===== src/rtl/tskf_pkg.sv =====
// Package for the three-axis scalar Kalman filter.
// Shared widths, reset values, default parameters and the divider request type.
// No dependencies.
package tskf_pkg;

  // Default top-level parameters
  localparam int DEF_AXES        = 3;
  localparam int DEF_SAMPLE_BITS = 16;
  localparam int DEF_FRAC_BITS   = 16;

  // Fixed formats: variance and noise Q8.16 in 24 bits, estimate 32 bits signed
  localparam int VAR_BITS = 24;
  localparam int DEN_W    = VAR_BITS + 1;
  localparam int EST_W    = 32;
  localparam int INNOV_W  = EST_W + 1;
  // wide enough for a sample scaled up by the largest fraction width
  localparam int WIDE_W   = 40;

  localparam logic [VAR_BITS-1:0] VAR_MAX    = {VAR_BITS{1'b1}};
  localparam logic [VAR_BITS-1:0] RST_PNOISE = 24'd655;
  localparam logic [VAR_BITS-1:0] RST_MNOISE = 24'd131072;

  // Request to the shared divider
  typedef struct packed {
    logic                start;
    logic [VAR_BITS-1:0] num;
    logic [DEN_W-1:0]    den;
  } div_req_t;

endpackage


===== src/rtl/three_axis_scalar_kalman_filter_top.sv =====
// Three-axis scalar Kalman filter, top level: sequencer, state and shared multiplier.
// Depends on tskf_pkg and tskf_div.
//
// channel   dir  handshake                      contents
// s_axis    in   s_axis_tvalid / s_axis_tready  one sample per axis
// m_axis    out  m_axis_tvalid / m_axis_tready  one estimate per axis
// cfg       in   cfg_we                         process / measurement noise regs
//
// Axes are processed one after another; each includes the bit-serial gain division
// (FRAC_BITS+1 quotient steps). After the last axis the sequencer returns to idle,
// so a new word is taken only once the previous item is finished.
// s_axis_tready is high only while the sequencer is idle; a pending output word
// does not block the next input, only the final load of the output register.
// rst is synchronous: estimates go to zero, variances to 1.0, noise regs to defaults.
module three_axis_scalar_kalman_filter_top import tskf_pkg::*; #(
  parameter int AXES        = DEF_AXES,
  parameter int SAMPLE_BITS = DEF_SAMPLE_BITS,
  parameter int FRAC_BITS   = DEF_FRAC_BITS,
  localparam int IN_W       = ((AXES * SAMPLE_BITS + 7) / 8) * 8,
  localparam int OUT_W      = AXES * EST_W,
  localparam int CFG_IDX_W  = (2 * AXES > 1) ? $clog2(2 * AXES) : 1
) (
  input  logic                 clk,
  input  logic                 rst,
  // input stream
  input  logic                 s_axis_tvalid,
  output logic                 s_axis_tready,
  input  logic [IN_W-1:0]      s_axis_tdata,  // sample_x, sample_y, sample_z, zero pad
  // output stream
  output logic                 m_axis_tvalid,
  input  logic                 m_axis_tready,
  output logic [OUT_W-1:0]     m_axis_tdata,  // est_x, est_y, est_z
  // config write port
  input  logic                 cfg_we,
  input  logic [CFG_IDX_W-1:0] cfg_index,
  input  logic [VAR_BITS-1:0]  cfg_data
);

  localparam int AXIS_W = (AXES > 1) ? $clog2(AXES) : 1;
  localparam int K_W    = FRAC_BITS + 1;
  localparam int PROD_W = K_W + 1 + INNOV_W;

  localparam logic [AXIS_W-1:0]   AXIS_LAST = AXIS_W'(AXES - 1);
  localparam logic [K_W-1:0]      K_ONE     = {1'b1, {FRAC_BITS{1'b0}}};
  localparam logic [VAR_BITS-1:0] VAR_ONE   = VAR_BITS'(32'd1 << FRAC_BITS);

  localparam logic signed [WIDE_W-1:0] MEAS_MAX =
    {{(WIDE_W - EST_W + 1){1'b0}}, {(EST_W - 1){1'b1}}};
  localparam logic signed [WIDE_W-1:0] MEAS_MIN =
    {{(WIDE_W - EST_W + 1){1'b1}}, {(EST_W - 1){1'b0}}};
  localparam logic signed [PROD_W-1:0] SUM_MAX =
    {{(PROD_W - EST_W + 1){1'b0}}, {(EST_W - 1){1'b1}}};
  localparam logic signed [PROD_W-1:0] SUM_MIN =
    {{(PROD_W - EST_W + 1){1'b1}}, {(EST_W - 1){1'b0}}};

  // sequencer states
  localparam logic [2:0] S_IDLE = 3'd0;  // wait for a sample word
  localparam logic [2:0] S_PREP = 3'd1;  // predicted variance
  localparam logic [2:0] S_DEN  = 3'd2;  // denominator, innovation, start divide
  localparam logic [2:0] S_DIV  = 3'd3;  // wait for gain
  localparam logic [2:0] S_MULK = 3'd4;  // gain * innovation
  localparam logic [2:0] S_ACC  = 3'd5;  // estimate update
  localparam logic [2:0] S_MULV = 3'd6;  // (1 - gain) * variance
  localparam logic [2:0] S_WVAR = 3'd7;  // variance writeback, next axis

  logic [2:0]             state;
  logic [AXIS_W-1:0]      axis;

  logic [VAR_BITS-1:0]    pnoise   [AXES];
  logic [VAR_BITS-1:0]    mnoise   [AXES];
  logic [EST_W-1:0]       est      [AXES];
  logic [VAR_BITS-1:0]    var_q    [AXES];
  logic [SAMPLE_BITS-1:0] samp     [AXES];

  logic [VAR_BITS-1:0]    p_r;
  logic                   den_zero;
  logic signed [INNOV_W-1:0] innov_r;
  logic [K_W-1:0]         k_r;
  logic signed [PROD_W-1:0]  prod_r;

  // combinational helpers
  logic [VAR_BITS:0]      p_sum;
  logic [DEN_W-1:0]       den_c;
  logic signed [WIDE_W-1:0]  meas_w;
  logic [EST_W-1:0]       meas32;
  logic signed [K_W:0]    mul_a;
  logic signed [INNOV_W-1:0] mul_b;
  logic signed [PROD_W-1:0]  est_ext;
  logic signed [PROD_W-1:0]  sum;
  logic [EST_W-1:0]       est_new;
  logic                   out_load;

  div_req_t               div_req;
  logic                   div_done;
  logic [K_W-1:0]         div_quot;

  assign s_axis_tready = (state == S_IDLE);

  // last axis done and the output register free
  assign out_load = (state == S_WVAR) && (axis == AXIS_LAST) &&
                    (!m_axis_tvalid || m_axis_tready);

  always_comb begin
    p_sum  = {1'b0, var_q[axis]} + {1'b0, pnoise[axis]};
    den_c  = {1'b0, p_r} + {1'b0, mnoise[axis]};

    // sample scaled to Q.F, clamped to the estimate range
    meas_w = {{(WIDE_W - SAMPLE_BITS){samp[axis][SAMPLE_BITS-1]}}, samp[axis]};
    meas_w = meas_w <<< FRAC_BITS;
    if (meas_w > MEAS_MAX)      meas32 = MEAS_MAX[EST_W-1:0];
    else if (meas_w < MEAS_MIN) meas32 = MEAS_MIN[EST_W-1:0];
    else                        meas32 = meas_w[EST_W-1:0];

    // shared multiplier operands
    if (state == S_MULV) begin
      mul_a = {1'b0, K_ONE - k_r};
      mul_b = {{(INNOV_W - VAR_BITS){1'b0}}, p_r};
    end else begin
      mul_a = {1'b0, k_r};
      mul_b = innov_r;
    end

    // floor shift of the correction, then saturate
    est_ext = {{(PROD_W - EST_W){est[axis][EST_W-1]}}, est[axis]};
    sum     = est_ext + (prod_r >>> FRAC_BITS);
    if (sum > SUM_MAX)      est_new = SUM_MAX[EST_W-1:0];
    else if (sum < SUM_MIN) est_new = SUM_MIN[EST_W-1:0];
    else                    est_new = sum[EST_W-1:0];

    div_req.start = (state == S_DEN);
    div_req.num   = p_r;
    div_req.den   = den_c;
  end

  tskf_div #(
    .Q_W (K_W)
  ) u_div (
    .clk  (clk),
    .rst  (rst),
    .req  (div_req),
    .done (div_done),
    .quot (div_quot)
  );

  // control, filter state and registers
  always_ff @(posedge clk) begin
    if (rst) begin
      state         <= S_IDLE;
      axis          <= '0;
      m_axis_tvalid <= 1'b0;
      for (int a = 0; a < AXES; a++) begin
        pnoise[a] <= RST_PNOISE;
        mnoise[a] <= RST_MNOISE;
        est[a]    <= '0;
        var_q[a]  <= VAR_ONE;
      end
    end else begin
      if (out_load)                            m_axis_tvalid <= 1'b1;
      else if (m_axis_tvalid && m_axis_tready) m_axis_tvalid <= 1'b0;

      if (cfg_we) begin
        for (int a = 0; a < AXES; a++) begin
          if (cfg_index == CFG_IDX_W'(a))        pnoise[a] <= cfg_data;
          if (cfg_index == CFG_IDX_W'(AXES + a)) mnoise[a] <= cfg_data;
        end
      end

      case (state)
        S_IDLE: begin
          if (s_axis_tvalid) begin
            axis  <= '0;
            state <= S_PREP;
          end
        end
        S_PREP: state <= S_DEN;
        S_DEN:  state <= S_DIV;
        S_DIV:  if (div_done) state <= S_MULK;
        S_MULK: state <= S_ACC;
        S_ACC: begin
          est[axis] <= est_new;
          state     <= S_MULV;
        end
        S_MULV: state <= S_WVAR;
        S_WVAR: begin
          var_q[axis] <= prod_r[FRAC_BITS +: VAR_BITS];
          if (axis != AXIS_LAST) begin
            axis  <= axis + 1'b1;
            state <= S_PREP;
          end else if (out_load) begin
            state <= S_IDLE;
          end
          // otherwise hold here until the output register is free
        end
        default: state <= S_IDLE;
      endcase
    end
  end

  // datapath registers
  always_ff @(posedge clk) begin
    if (state == S_IDLE && s_axis_tvalid) begin
      for (int a = 0; a < AXES; a++) samp[a] <= s_axis_tdata[a*SAMPLE_BITS +: SAMPLE_BITS];
    end
    if (state == S_PREP) p_r <= p_sum[VAR_BITS] ? VAR_MAX : p_sum[VAR_BITS-1:0];
    if (state == S_DEN) begin
      den_zero <= (den_c == '0);
      innov_r  <= $signed({meas32[EST_W-1], meas32}) - $signed({est[axis][EST_W-1], est[axis]});
    end
    if (state == S_DIV && div_done) k_r <= den_zero ? '0 : div_quot;
    if (state == S_MULK || state == S_MULV) prod_r <= mul_a * mul_b;
    // output word; the last axis estimate is written back in S_ACC so est[] is final here
    if (out_load) begin
      for (int a = 0; a < AXES; a++) m_axis_tdata[a*EST_W +: EST_W] <= est[a];
    end
  end

`ifndef NO_ASSERTIONS
  // no second word taken while an item is in flight
  a_busy_after_accept: assert property (@(posedge clk) disable iff (rst)
    (s_axis_tvalid && s_axis_tready) |=> !s_axis_tready)
    else $error("input accepted while sequencer busy");

  // divider result only arrives while the sequencer waits for it
  a_div_done_state: assert property (@(posedge clk) disable iff (rst)
    div_done |-> (state == S_DIV))
    else $error("divider done outside divide state");

  // gain never exceeds 1.0 when it is used
  a_gain_range: assert property (@(posedge clk) disable iff (rst)
    (state == S_MULK) |-> (k_r <= K_ONE))
    else $error("gain above one");

  // a finished item raises the output valid on the next edge
  a_out_on_finish: assert property (@(posedge clk) disable iff (rst)
    (state == S_WVAR && axis == AXIS_LAST && !m_axis_tvalid) |=> m_axis_tvalid)
    else $error("finished item not presented");
`endif

endmodule


===== src/rtl/tskf_div.sv =====
// Radix-2 restoring divider: quot = floor(num * 2^(Q_W-1) / den), one bit per cycle.
// Requires num <= den. Depends on tskf_pkg.
module tskf_div import tskf_pkg::*; #(
  parameter int Q_W = DEF_FRAC_BITS + 1
) (
  input  logic           clk,
  input  logic           rst,
  input  div_req_t       req,
  output logic           done,
  output logic [Q_W-1:0] quot
);

  localparam int CNT_W = (Q_W > 1) ? $clog2(Q_W) : 1;
  localparam logic [CNT_W-1:0] LAST = CNT_W'(Q_W - 1);

  logic             busy;
  logic [CNT_W-1:0] cnt;
  logic [DEN_W:0]   rem;
  logic [DEN_W:0]   den_r;
  logic             ge;
  logic [DEN_W:0]   rem_sub;

  always_comb begin
    ge      = (rem >= den_r);
    rem_sub = ge ? (rem - den_r) : rem;
  end

  always_ff @(posedge clk) begin
    if (rst) begin
      busy <= 1'b0;
      done <= 1'b0;
      cnt  <= '0;
    end else begin
      done <= 1'b0;
      if (req.start) begin
        busy <= 1'b1;
        cnt  <= '0;
      end else if (busy) begin
        cnt <= cnt + 1'b1;
        if (cnt == LAST) begin
          busy <= 1'b0;
          done <= 1'b1;
        end
      end
    end
  end

  // datapath, no reset needed
  always_ff @(posedge clk) begin
    if (req.start) begin
      rem   <= {2'b00, req.num};
      den_r <= {1'b0, req.den};
      quot  <= '0;
    end else if (busy) begin
      quot <= {quot[Q_W-2:0], ge};
      rem  <= {rem_sub[DEN_W-1:0], 1'b0};
    end
  end

endmodule

===== config.mk =====
export PLATFORM = sky130hd
export DESIGN_NAME = three_axis_scalar_kalman_filter_top
export DESIGN_NICKNAME = d
export VERILOG_FILES = /design/src/rtl/tskf_pkg.sv /design/src/rtl/three_axis_scalar_kalman_filter_top.sv /design/src/rtl/tskf_div.sv
export SDC_FILE = /design/constraint.sdc
export NUM_CORES = 2
export LEC_CHECK = 0
export BUFFER_PORTS_ARGS = -buffer_cell sky130_fd_sc_hd__buf_2
export CORE_MARGIN = 2
export CORE_UTILIZATION = 55
export CTS_CLUSTER_DIAMETER = 60
export DETAILED_ROUTE_END_ITERATION = 7
export GPL_ROUTABILITY_DRIVEN = 0
export HOLD_SLACK_MARGIN = 0.1
export MAX_ROUTING_LAYER = met4
export PLACE_DENSITY = 0.75
export SYNTH_ARGS = -nofsm -noshare
export SYNTH_HDL_FRONTEND = slang
export SYNTH_SLANG_ARGS = --single-unit
export TNS_END_PERCENT = 5

===== constraint.sdc =====
create_clock -name clk -period 7.97 [get_ports clk]
set_input_delay 0.797 -clock clk [delete_from_list [all_inputs] [get_ports clk]]
set_output_delay 0.797 -clock clk [all_outputs]
set_load 0.05 [all_outputs]

==> metrics <==
outcome finished clean; Detailed Route WL 145,000 um; clk_skew 32.78 ps; Detailed Place HPWL 108,600 um; grt met3 use 0.05962; Initial Utilization 0.5569; die width 314.6 um; Fin Hold WS 345.0 ps; Netlist cell types 76; maximum net fanout on the critical path 40; Clock Tree Buf Depth 3; vias 37,650; std cell rows 113; # IOs 178; Die Ht 314.6 um; clk sinks 705; Final Slew Violations 0; grt total ovfl 0; fmax 0.1295 GHz; final worst-path cycle share 0.9690; Synth Net Count 5,698; critical path launch point type flip-flop; GR peak layer met2; Post-synth ARST share 0; layout cells sized above 1 0.1124; Final min period 7723 ps; min setup slack post-route 247.1 ps; Residual DRC 0; first-pass GRT wire length 223,600 um; Setup crit start state[0]$_SDFFE_PP0P_; hold crit path type in2reg; R2R cell count 27; Syn Std Cell Area 53,070 um^2; FF+latch count, synth 705; DR pass1 iterations 6; Clock Latency Late Sink 630 ps; Post-synth EDFFs 671; NumNets Final 5,886; DR iter-0 viols 3,650; Critical Path Most Common Cell fa_1; RSZ-0062 raised after global routing yes; crit-path leading delay family adder cells; All-Layer GR Usage 0.3073; number of buffers created by CTS 69; Clk pin slew, worst setup/hold paths 70 ps; Area growth, synth to finish 10.27%; core area 95,290 um^2; Slew Limit Headroom 0.1735; Seq/Total Area, Yosys 0.3925; setup slack, reg-to-reg 250 ps; CTS tree built; cell count after synthesis 4,827; worst setup path endpoint prod_r[40]$_DFFE_PP_; Root Buffer clkbuf_16; Critical Path RT 8340 ps; Setup WS pre-CTS -3.578 ps; yosys warns 0; fillers 7,443; WP data arrival 8090 ps; end of the worst register-to-register path prod_r[40]$_DFFE_PP_; vias in the first global route 38,300; Slew @ Worst Pin 1240 ps; nature of the critical path endpoint flip-flop; Mean Syn Cell Area 10.99 um^2; Worst Path Buf+Inv 7; WL/cell 22.89 um; FF-to-FF Start state[0]$_SDFFE_PP0P_; initial antenna violation count 5; remaining antenna violation count after routing 0; final setup vio count 0; CP max stage cell mux2i_1; final core utilization 0.6140; maxcap violations 0; H-tree levels 3; WS Path Type reg2reg; met2 Track Usage GR 0.4748; die area 98,980 um^2; largest net degree at the start of global routing 91; Via density 5.942; Worst path depth 27; final hold viol count 0; CP peak stage delay 690 ps; met1 global-route usage 0.3913; Synth Flop Type edfxtp_1; most common cell after layout, fill and taps aside inv_1; Port Buf Inserts 177; most frequent cells in the layout 680 x inv_1, 671 x edfxtp_1, 617 x nand2_1
synthesized netlist by cell type (44+ instances only):
cell / n / share of area
and2_1: 135 / 0.016
o31ai_1: 84 / 0.012
ha_1: 253 / 0.060
a211oi_1: 49 / 0.0069
a21oi_1: 183 / 0.017
nand2_1: 622 / 0.044
clkbuf_1: 189 / 0.013
mux4_2: 54 / 0.023
mux2i_1: 126 / 0.024
xnor2_1: 113 / 0.019
nor2_1: 286 / 0.020
o21ai_0: 140 / 0.013
nor2b_1: 44 / 0.0052
edfxtp_1: 671 / 0.38
fa_1: 538 / 0.20
xor2_1: 66 / 0.011
a21o_1: 61 / 0.0086
and3_1: 56 / 0.0066
inv_1: 681 / 0.048
routing by layer:
metal / wire, um / share of wire
met4: 8708 / 0.060
met5: 0 / 0
met1: 54600 / 0.38
met3: 14030 / 0.097
met2: 67700 / 0.47
cell families after synthesis:
| logic type | synth area share |
|---|---|
| and+or+nand+nor | 0.1188 |
| buffers and inverters | 0.06420 |
| adders and majority gates | 0.2626 |
| DFF | 0.3925 |
| AOI/OAI and AO/OA | 0.08401 |
| muxes | 0.04831 |
| xor gates and xnor gates | 0.02954 |
how the worst min path moves through the flow:
stage	start	to	slack, ps	depth (start not counted)
after global placement	est[1][16]$_SDFFCE_PN0P_	m_axis_tdata[48]$_DFFE_PP_	420	0
final	s_axis_tdata[42]	samp[2][10]$_DFFE_PP_	340	1
after detailed placement	est[1][15]$_SDFFCE_PN0P_	m_axis_tdata[47]$_DFFE_PP_	430	0
after CTS	s_axis_tdata[42]	samp[2][10]$_DFFE_PP_	310	1
after floorplan	est[1][3]$_SDFFCE_PN0P_	m_axis_tdata[35]$_DFFE_PP_	420	0
after global routing	s_axis_tdata[42]	samp[2][10]$_DFFE_PP_	320	1
state kept, by name (all words and copies together), names as in the netlist, named ones only:
signal         flops
u_div.rem         26
pnoise            72
samp              48
k_r               17
axis               2
den_zero           1
state              3
est              128
m_axis_tvalid      1
u_div.busy         1
p_r               24
var_q             96
mnoise            72
prod_r            35
u_div.den_r       25
u_div.done         1
innov_r           33
u_div.quot        17
m_axis_tdata      96
u_div.cnt          5
timing repair:
| action | in CTS | in global routing |
|---|---|---|
| hold buffers | 0 | 0 |
| gates cloned | 0 | 1 |
| setup endpoints to repair | 3 | 22 |
| resized for setup | 1 | 26 |
| pin swaps | 0 | 5 |
| setup buffers | 0 | 7 |
final cells by class:
cell class,instances,area (um^2),share of cell area
timing repair buffer,337,2148,0.03671
clock inverter,40,365.4,0.006244
sequential,705,20840,0.3561
multi-input combinational,3220,29200,0.4990
inverter,682,2561,0.04377
antenna,2,5.005,0.00008553
tap,1265,1583,0.02705
clock buffer,85,1817,0.03105
metrics by stage:
step	instances	cell area, um^2	TNS (ps)
5_1_grt	6336	58510	-365.1
4_1_cts	6326	58320	-8.515
3_5_place_dp	6201	56140	-3.578
3_3_place_gp	6201	56140	0
6_report	6336	58510	0
2_1_floorplan	4827	53070	0
Power is not shown: default switching activity piles up to over one toggle a cycle in this logic, so the estimate is an artifact.
